===== src/rtl/cio_pkg.sv =====
// ----------------------------------------------------------------------------
// cio_pkg - controller I/O port register block, shared definitions
// Register map, reset values, transaction structs and the pad read helper.
// ----------------------------------------------------------------------------
package cio_pkg;

  localparam int NUM_REGS_DEF = 16;
  localparam int IDX_W        = 4;
  localparam int BYTE_W       = 8;
  localparam int PC_W         = 3;

  // access kinds
  localparam logic REQ_READ  = 1'b0;
  localparam logic REQ_WRITE = 1'b1;

  // register map
  localparam logic [IDX_W-1:0] REG_VERSION = 4'd0;
  localparam logic [IDX_W-1:0] REG_DATA_A  = 4'd1;
  localparam logic [IDX_W-1:0] REG_DATA_B  = 4'd2;
  localparam logic [IDX_W-1:0] REG_DATA_C  = 4'd3;
  localparam logic [IDX_W-1:0] REG_CTRL_A  = 4'd4;
  localparam logic [IDX_W-1:0] REG_CTRL_B  = 4'd5;
  localparam logic [IDX_W-1:0] REG_CTRL_C  = 4'd6;

  localparam logic [BYTE_W-1:0] VERSION_RST   = 8'h80;
  localparam logic [BYTE_W-1:0] DATA_HOLD_BIT = 8'h80;
  localparam logic [BYTE_W-1:0] SELECT_BIT    = 8'h40;
  localparam logic [BYTE_W-1:0] PAD_FIXED     = 8'h03;
  localparam logic [BYTE_W-1:0] BYTE_ONES     = 8'hff;

  typedef struct packed {
    logic              wr;
    logic [IDX_W-1:0]  idx;
    logic [BYTE_W-1:0] wdata;
    logic [BYTE_W-1:0] pad_a_hi;
    logic [BYTE_W-1:0] pad_a_lo;
    logic [BYTE_W-1:0] pad_b_hi;
    logic [BYTE_W-1:0] pad_b_lo;
  } acc_req_t;

  typedef struct packed {
    logic [2*BYTE_W-1:0] rdata;
    logic [PC_W-1:0]     pc_bits;
  } acc_rsp_t;

  // Pad byte for the current select level, with bit 7 of the data register.
  function automatic logic [BYTE_W-1:0] pad_read(
    input logic [BYTE_W-1:0] data,
    input logic [BYTE_W-1:0] ctrl,
    input logic [BYTE_W-1:0] hi,
    input logic [BYTE_W-1:0] lo
  );
    logic [BYTE_W-1:0] inmask;
    logic [BYTE_W-1:0] v;
    inmask = ctrl ^ BYTE_ONES;
    if ((data & SELECT_BIT) != '0) begin
      v = hi & inmask;
    end else begin
      v = (lo & inmask) | (hi & PAD_FIXED);
    end
    return (data & DATA_HOLD_BIT) | v;
  endfunction

endpackage


===== src/rtl/console_io_port_registers.sv =====
// ----------------------------------------------------------------------------
// console_io_port_registers - controller I/O port register block
// Bus register accesses to the version, port data and control registers.
// ----------------------------------------------------------------------------
//  channel | direction | handshake          | payload
//  in      | input     | in_valid/in_stall  | req_type, reg_index, write_data, pads
//  out     | output    | out_valid/out_stall| read_data, port_c_bits
//  cfg     | input     | cfg_write_en       | cfg_version_byte
//
//  One transaction per cycle unless the input is stalled; a transaction passes
//  the input register and then the result register, with the register file
//  access between them. Reset is synchronous and clears the register file, the
//  port C latch and the pipeline valids; the version byte returns to 0x80.
//  A stalled output holds its result and input is stalled only while both
//  stages are full and the output is stalled.
module console_io_port_registers #(
  parameter int NUM_REGS = cio_pkg::NUM_REGS_DEF
) (
  input  logic                          clk,
  input  logic                          rst_n,
  input  logic                          cfg_write_en,
  input  logic [cio_pkg::BYTE_W-1:0]    cfg_version_byte,
  input  logic                          in_valid,
  output logic                          in_stall,
  input  logic                          in_req_type,
  input  logic [cio_pkg::IDX_W-1:0]     in_reg_index,
  input  logic [cio_pkg::BYTE_W-1:0]    in_write_data,
  input  logic [cio_pkg::BYTE_W-1:0]    in_pad_a_select_high,
  input  logic [cio_pkg::BYTE_W-1:0]    in_pad_a_select_low,
  input  logic [cio_pkg::BYTE_W-1:0]    in_pad_b_select_high,
  input  logic [cio_pkg::BYTE_W-1:0]    in_pad_b_select_low,
  output logic                          out_valid,
  input  logic                          out_stall,
  output logic [2*cio_pkg::BYTE_W-1:0]  out_read_data,
  output logic [cio_pkg::PC_W-1:0]      out_port_c_bits
);

  logic [cio_pkg::BYTE_W-1:0] ver_r;
  logic                       s1_vld_r;
  logic                       s1_vld_nxt;
  cio_pkg::acc_req_t          s1_req_r;
  logic                       out_vld_r;
  logic                       out_vld_nxt;
  cio_pkg::acc_rsp_t          out_rsp_r;
  cio_pkg::acc_rsp_t          rsp;
  logic                       in_acc;
  logic                       adv;

  always_ff @(posedge clk) begin
    if (!rst_n) begin
      ver_r <= cio_pkg::VERSION_RST;
    end else if (cfg_write_en) begin
      ver_r <= cfg_version_byte;
    end
  end

  // advance stage 1 into the result register whenever that is free
  assign adv      = s1_vld_r && (!out_vld_r || !out_stall);
  assign in_stall = s1_vld_r && out_vld_r && out_stall;
  assign in_acc   = in_valid && !in_stall;

  always_comb begin
    s1_vld_nxt = s1_vld_r;
    if (in_acc) begin
      s1_vld_nxt = 1'b1;
    end else if (adv) begin
      s1_vld_nxt = 1'b0;
    end
    out_vld_nxt = out_vld_r;
    if (adv) begin
      out_vld_nxt = 1'b1;
    end else if (out_vld_r && !out_stall) begin
      out_vld_nxt = 1'b0;
    end
  end

  always_ff @(posedge clk) begin
    if (!rst_n) begin
      s1_vld_r  <= 1'b0;
      out_vld_r <= 1'b0;
    end else begin
      s1_vld_r  <= s1_vld_nxt;
      out_vld_r <= out_vld_nxt;
    end
  end

  always_ff @(posedge clk) begin
    if (in_acc) begin
      s1_req_r.wr       <= in_req_type;
      s1_req_r.idx      <= in_reg_index;
      s1_req_r.wdata    <= in_write_data;
      s1_req_r.pad_a_hi <= in_pad_a_select_high;
      s1_req_r.pad_a_lo <= in_pad_a_select_low;
      s1_req_r.pad_b_hi <= in_pad_b_select_high;
      s1_req_r.pad_b_lo <= in_pad_b_select_low;
    end
    if (adv) begin
      out_rsp_r <= rsp;
    end
  end

  cio_regfile #(
    .NUM_REGS(NUM_REGS)
  ) u_regfile (
    .clk     (clk),
    .rst_n   (rst_n),
    .en      (adv),
    .req     (s1_req_r),
    .version (ver_r),
    .rsp     (rsp)
  );

  assign out_valid       = out_vld_r;
  assign out_read_data   = out_rsp_r.rdata;
  assign out_port_c_bits = out_rsp_r.pc_bits;

endmodule


===== src/rtl/cio_regfile.sv =====
// ----------------------------------------------------------------------------
// cio_regfile - register file and access logic
// Performs one read or write per enabled cycle and returns its response.
// ----------------------------------------------------------------------------
module cio_regfile #(
  parameter int NUM_REGS = cio_pkg::NUM_REGS_DEF
) (
  input  logic                      clk,
  input  logic                      rst_n,
  input  logic                      en,
  input  cio_pkg::acc_req_t         req,
  input  logic [cio_pkg::BYTE_W-1:0] version,
  output cio_pkg::acc_rsp_t         rsp
);

  localparam int RI_W = $clog2(NUM_REGS);
  localparam logic [cio_pkg::IDX_W:0] DEPTH = (cio_pkg::IDX_W + 1)'(NUM_REGS);
  localparam logic [RI_W-1:0] DATA_A_I = RI_W'(cio_pkg::REG_DATA_A);
  localparam logic [RI_W-1:0] DATA_B_I = RI_W'(cio_pkg::REG_DATA_B);
  localparam logic [RI_W-1:0] CTRL_A_I = RI_W'(cio_pkg::REG_CTRL_A);
  localparam logic [RI_W-1:0] CTRL_B_I = RI_W'(cio_pkg::REG_CTRL_B);
  localparam logic [RI_W-1:0] CTRL_C_I = RI_W'(cio_pkg::REG_CTRL_C);

  logic [cio_pkg::BYTE_W-1:0] regs_r [NUM_REGS];
  logic [cio_pkg::PC_W-1:0]   pc_r;
  logic [cio_pkg::PC_W-1:0]   pc_nxt;

  logic                       in_range;
  logic [RI_W-1:0]            ridx;
  logic [cio_pkg::BYTE_W-1:0] cur;
  logic [cio_pkg::BYTE_W-1:0] ctrl;
  logic                       is_port;
  logic [cio_pkg::BYTE_W-1:0] wval;
  logic                       wr_en;
  logic [cio_pkg::BYTE_W-1:0] rbyte;

  assign in_range = {1'b0, req.idx} < DEPTH;
  assign ridx     = req.idx[RI_W-1:0];
  assign cur      = in_range ? regs_r[ridx] : '0;

  always_comb begin
    is_port = 1'b1;
    case (req.idx)
      cio_pkg::REG_DATA_A: ctrl = regs_r[CTRL_A_I];
      cio_pkg::REG_DATA_B: ctrl = regs_r[CTRL_B_I];
      cio_pkg::REG_DATA_C: ctrl = regs_r[CTRL_C_I];
      default: begin
        ctrl    = cio_pkg::BYTE_ONES;
        is_port = 1'b0;
      end
    endcase
  end

  // data ports keep their input bits, only output bits take the write
  assign wval  = is_port ? ((req.wdata & ctrl) | (cur & ~ctrl)) : req.wdata;
  assign wr_en = en && (req.wr == cio_pkg::REQ_WRITE) && in_range &&
                 (req.idx != cio_pkg::REG_VERSION);

  always_ff @(posedge clk) begin
    if (!rst_n) begin
      for (int i = 0; i < NUM_REGS; i++) begin
        regs_r[i] <= '0;
      end
    end else if (wr_en) begin
      regs_r[ridx] <= wval;
    end
  end

  always_comb begin
    pc_nxt = pc_r;
    if ((req.wr == cio_pkg::REQ_WRITE) && (req.idx == cio_pkg::REG_DATA_C)) begin
      pc_nxt = req.wdata[cio_pkg::PC_W-1:0];
    end
  end

  always_ff @(posedge clk) begin
    if (!rst_n) begin
      pc_r <= '0;
    end else if (en) begin
      pc_r <= pc_nxt;
    end
  end

  always_comb begin
    unique case (req.idx)
      cio_pkg::REG_VERSION: rbyte = version;
      cio_pkg::REG_DATA_A:  rbyte = cio_pkg::pad_read(regs_r[DATA_A_I], regs_r[CTRL_A_I],
                                                      req.pad_a_hi, req.pad_a_lo);
      cio_pkg::REG_DATA_B:  rbyte = cio_pkg::pad_read(regs_r[DATA_B_I], regs_r[CTRL_B_I],
                                                      req.pad_b_hi, req.pad_b_lo);
      default:              rbyte = cur;
    endcase
  end

  // mirror the byte into both halves; writes return zero
  assign rsp.rdata   = (req.wr == cio_pkg::REQ_WRITE) ? '0 : {rbyte, rbyte};
  assign rsp.pc_bits = pc_nxt;

endmodule


===== config.mk =====
export PLATFORM = sky130hd
export DESIGN_NAME = console_io_port_registers
export DESIGN_NICKNAME = d
export VERILOG_FILES = /design/src/rtl/cio_pkg.sv /design/src/rtl/console_io_port_registers.sv /design/src/rtl/cio_regfile.sv
export SDC_FILE = /design/constraint.sdc
export NUM_CORES = 1
export LEC_CHECK = 0
export BUFFER_PORTS_ARGS = -buffer_cell sky130_fd_sc_hd__buf_2
export CAP_MARGIN = 20
export CORE_UTILIZATION = 30
export CTS_BUF_LIST = sky130_fd_sc_hd__clkbuf_2 sky130_fd_sc_hd__clkbuf_4 sky130_fd_sc_hd__clkbuf_8
export DETAILED_ROUTE_END_ITERATION = 7
export HOLD_SLACK_MARGIN = 0.1
export MAX_ROUTING_LAYER = met4
export SLEW_MARGIN = 10
export SYNTH_ARGS = -nofsm -noshare
export SYNTH_HDL_FRONTEND = slang
export SYNTH_SLANG_ARGS = --single-unit

===== constraint.sdc =====
create_clock -name clk -period 5.7 [get_ports clk]
set_input_delay 1.14 -clock clk [delete_from_list [all_inputs] [get_ports clk]]
set_output_delay 1.14 -clock clk [all_outputs]
set_load 0.005 [all_outputs]

# == Word-level counts from Yosys, hierarchy flattened ==
# Memory sizes are Yosys's and may differ from the RTL's. A register that Yosys moved wholly into a read port is not among the register bits.
# Index checks and enable logic that the tools add are counted.
# word_totals
ff_bits,77
ram_bits,128
output_inout_bits,21
wordCells,70
mem_count,1
# memory_table
memory,words,word_bits,read_ports,rd_ports_with_merged_regs,write_ports,line_no,text
u_regfile.regs_r,16,8,6,1,16,cio_regfile.sv:24,logic [cio_pkg::BYTE_W-1:0] regs_r [NUM_REGS];
# classes
n_eq_ne,3
mux,21
bitwise_logic,14
n_reduce_logical,18
# ops
cell,count
bitwise AND 8 bit,6
two-way mux 8 bit,6
case mux 8 bit (3 select lines),2
inverter 8 bit,3
bitwise OR 8 bit,3
bitwise OR 8 x 2 -> 8 bit,2
two-way mux 1 bit,10
equality test 4 x 2 -> 1 bit (second input constant),2
logical AND 1 bit,8
two-way mux 4 bit,2
OR reduction 8 bit,1
equality test 4 x 1 -> 1 bit (second input constant),1
zero test 4 bit,1
nonzero test 2 bit,2
nonzero test 4 bit,1
zero test 1 bit,3
two-way mux 3 bit,1
OR reduction 3 bit,1
logical OR 1 bit,1

# == Depth between registers and ports, before layout ==
# logic_depth
word_depth,10
mapped_depth,7
mapped_depth_nobuf,5

# == Cells and area by module ==
# From an unflattened synthesis, not the netlist that was laid out.
# hier_totals
cells_unflattened,653
area_unflattened_um2,9243.9
# by_module_without_submodules
module,n_inst,cells_each,area_per_inst_um2,seq_area_each_um2
cio_regfile,1,556,6944.2,3903.7
console_io_port_registers,1,97,2299.7,2122.0

# == Worst setup path before layout ==
# OpenSTA, ideal clock, no wires.
# synth_timing
path_type,in2reg
start,in rst_n
end,"mem u_regfile.regs_r[10][0] (netlist name), enable pin"
arrival_ns,2.424
required_ns,5.371
path_slack_ns,2.947
stages,5
n_path_buf,1
cell_sequence,clkbuf_1 nand2_1 nor4_1 nand2_1 nand2_1
# synth_lines
element,line_no,text
from (decl),console_io_port_registers.sv:20,"input logic rst_n,"
to (decl),cio_regfile.sv:24,

==> results.md <==
- The run finished with clean final reports.
- The number of max-slew violations in the final report is 0.
- The flip-flop cell with the highest count after synthesis is sky130_fd_sc_hd__edfxtp_1.
- The die footprint is between 30000 and 40000 um^2.
- For the finished layout, the period the worst path requires is ~3.3 ns.
- The number of failing hold endpoints at the final stage came to 0.
- Global routing finished with a remaining overflow of 0.
- TritonCTS built the clock tree.
- The transition time at the pin with the least slew margin is about 1.1 ns.
- The signal on the critical path passes through buf_2 -> nand2_1 -> nor4_1 -> nand2_1 -> nand2_1.
- The clock net in this run drives a total of about 200 sinks.
- After detailed routing, the average wire length per cell comes to roughly 21 um.
- Synthesis handed over a netlist of 653 instances.
- The global routing's busiest layer is met2.
- After filler insertion, the fill cell instance count of the layout stands at 2791.
- The congestion estimate from routability-driven global placement came to just under 0.9.
- The most common cell type on the critical path is sky130_fd_sc_hd__nand2_1.
- The final antenna-violating net count is 0.
- The delay of the slowest cell on the worst path is roughly 0.85 ns.
- The effective utilization at floorplan is 0.308.
- The sequential cell area in the final layout is slightly below 6000 um^2.
- The synthesized netlist occupies a cell area of a little under 9000 um^2.
- The global-route usage over all layers is 0.162.
- A synthesized cell averages about 14 um^2.
- The worst setup path startpoint is rst_n.
- Counting flops with a built-in enable in the synthesized netlist gives ~180.
- The leading area contributor after synthesis is sky130_fd_sc_hd__edfxtp_1.
- The max-capacitance violation count is 0.
- The fraction of met2 tracks used by global routing is 0.244.
- At the end of the flow the core is filled with cells to 0.355.
- The worst hold path belongs to the class flip-flop to flip-flop.
- The final net count is ~800.
- The critical setup path kind is input port to flip-flop.
- The die is 174 um wide.
- Entering global routing, the biggest net connects 48 pins.
- Buffers inserted to repair hold after CTS numbered 0.
- The worst hold slack across all endpoints is 0.483 ns.
- The setup check on the worst reg-to-reg path leaves a slack of 2.70 ns.
- The largest individual stage delay along the critical path comes from the cell sky130_fd_sc_hd__nor4_1.
- In this run the most critical hold path is launched from ver_r[6].
- The worst vdd rail ir drop is about 210 uV.
- In the post-synthesis netlist, the cell with the most instances is sky130_fd_sc_hd__edfxtp_1.
- The setup violation total in the final timing report is 0.
- STA classifies the critical path startpoint as an input port.
- The power density over cell area is 325 nW/um^2.
- Of all flip-flops after synthesis, the portion carrying an async set or reset was 0.
- Once detailed placement completed, the half-perimeter wirelength came to about 16000 um.
- By area the synthesized netlist is led by sky130_fd_sc_hd__edfxtp_1 (62%), sky130_fd_sc_hd__mux2i_1 (7.3%), sky130_fd_sc_hd__nor2_1 (5.4%).
- The worst-skew pair later-pin latency is around 0.53 ns.
- The quantity of I/O buffers inserted on ports is roughly 80.
- Post-CTS timing repair inserted 0 buffers for setup.
- Counting the buffers created by CTS gives 35.
- The share of synthesized area in the top cell type comes to 0.621.
- The number of synthesized register bits is around 200.
- The core box area is roughly 29000 um^2.
- The post-cts resize count is 0.
- The cell at the root of the clock tree is sky130_fd_sc_hd__clkbuf_8.
- The relative max-transition margin is 0.277.
- Summing over every cut layer, the via total after detailed routing is around 5.8k.
- For met1 alone, demand over resource in global routing was 0.218.
- The area occupied by multi-input gates is between 2000 and 3000 um^2.
- The netlist uses 44 different library cells.
- The clock tree synthesis step divided the H-tree into 2 levels.
- The global routing usage on met3 is 0.0278.
- The maximum fanout along the worst path is 19.
- The Yosys step of the flow raised 0 warnings.
- The worst setup path is captured at a flip-flop.
- The clock skew after layout is roughly 0.028 ns.
- The number of antenna violations at the first check in global routing was 0.
- The fmax is around 0.30 GHz.
- After detailed routing, the number of vias per cell comes to 5.06.
- After synthesis, the most frequently instantiated cells are sky130_fd_sc_hd__edfxtp_1 (184), sky130_fd_sc_hd__nor2_1 (128), sky130_fd_sc_hd__mux2i_1 (65).
- The repair_antennas step left the layout with diodes totalling 0.
- The family with the most delay on the worst path is simple AND/OR/NAND/NOR gates.
- The worst hold path was traced through 2 stages.
- The standard-cell row count is 62.
- Setup repair after global routing left no endpoint under its margin.
- The first-pass GRT wire length is approximately 35000 um.
- The post-synthesis sequential area ratio is 0.659.
- Dividing the final minimum period by the clock period gives 0.577.
- The number of DRC markers after the initial detailed-route iteration is approximately 640.
- Summed over all cells, the static leakage comes to just under 4 nW.
- Setup total negative slack on the finished layout was measured at 0 ns.
- The required time reported for the critical path endpoint is approximately 5.9 ns.
- The path depth of the worst reg2reg path is 4.
- The clock-pin slew on the worst setup and hold paths is around 0.060 ns.
- The growth of design area from synthesis to finish is 15.4%.
- The total buffers and inverters traversed by the critical path is 1.
- The ratio of cells with drive above 1 in the final layout is 0.239.
- Counting buffers and inverters, the worst setup path is 5 cells deep.
- The worst-case clock buffer depth is 3.
- The y dimension of the die is ~170 um.
- The post-route DRC violation count is 0.
- During I/O placement, the number of pins put on the boundary was 79.
- The sum of routed wire length over all layers is between 20000 and 25000 um.
- The via count of the first global-routing pass is 5717.
- The arrival time at the worst endpoint is ~3.5 ns.
- For this run, the detailed router's first-pass iteration total came to 5.
cells in the final DEF (no fill, tap or decap), types with 5 or more instances in the layout:
cell / instances
sky130_fd_sc_hd__a211oi_1: 17
sky130_fd_sc_hd__a21oi_1: 11
sky130_fd_sc_hd__a221oi_1: 12
sky130_fd_sc_hd__a222oi_1: 8
sky130_fd_sc_hd__a22oi_1: 10
sky130_fd_sc_hd__buf_2: 78
sky130_fd_sc_hd__clkbuf_4: 14
sky130_fd_sc_hd__clkbuf_8: 38
sky130_fd_sc_hd__conb_1: 8
sky130_fd_sc_hd__dfxtp_1: 16
sky130_fd_sc_hd__edfxtp_1: 184
sky130_fd_sc_hd__mux2_1: 8
sky130_fd_sc_hd__mux2_2: 8
sky130_fd_sc_hd__mux2i_1: 65
sky130_fd_sc_hd__mux4_2: 11
sky130_fd_sc_hd__nand2_1: 37
sky130_fd_sc_hd__nand2b_1: 7
sky130_fd_sc_hd__nor2_1: 123
sky130_fd_sc_hd__nor2_2: 5
sky130_fd_sc_hd__nor2b_1: 10
sky130_fd_sc_hd__nor3_1: 14
sky130_fd_sc_hd__o21ai_0: 12
sky130_fd_sc_hd__o22ai_2: 5
path summary, 6_finish.rpt:
kind                                               end
worst max-delay path            u_regfile.regs_r[6][0]
worst min-delay path                          ver_r[6]
worst max register to register        out_read_data[8]
worst min register to register                ver_r[6]
state kept, by name, indices dropped and copies added, names as in the netlist, named ones only:
name	count
out_valid	1
ver_r	8
s1_vld_r	1
u_regfile.regs_r	128
out_port_c_bits	3
u_regfile.pc_r	3
out_read_data	8
s1_req_r	45
through the flow:
stage / power (mW) / setup WS [ns] / cell area [um^2] / cells
global route: 3.45 / 2.35 / 10300 / 1138
CTS: 3.36 / 2.54 / 10300 / 1137
floorplan: 1.93 / 2.95 / 8930 / 660
finish: 3.34 / 2.41 / 10300 / 1138
global placement: 2.04 / 1.95 / 9550 / 1076
detailed placement: 2.05 / 2.00 / 9550 / 1076
cell type report:
type,count,area share
Clock buffer,52,0.0612
Clock inverter,9,0.00707
Inverter,7,0.00256
Multi-Input combinational cell,403,0.269
Sequential cell,201,0.571
Tap cell,384,0.0468
Timing Repair Buffer,82,0.0421
power by group:
| part | leakage (nW) | internal [mW] | switching (mW) |
|---|---|---|---|
| sequential | 2.02 | 1.68 | 0.0480 |
| combinational | 1.49 | 0.105 | 0.188 |
| clock | 0.373 | 0.751 | 0.569 |
cells by family after synthesis:
logic type             count (synthesis)  synth area share
buffers and inverters                 56            0.0351
DFF                                  201             0.659
AOI/OAI and AO/OA                     89            0.0795
muxes                                 92             0.121
other                                  1          0.000421
and+or+nand+nor                      214             0.105
worst min-delay path, delay by kind of cell, from the launching register on:
family,cells,cell delay [ns]
simple gates,1,0.07
mux,1,0.06
flops,1,0.31
metal layers:
layer,vias to the layer above,wire (um)
met1,2839,10400
met3,47,1840
met2,265,10800
met4,0,604
met5,-,0
li1,2611,-
Power figures use the tool's default switching activity.
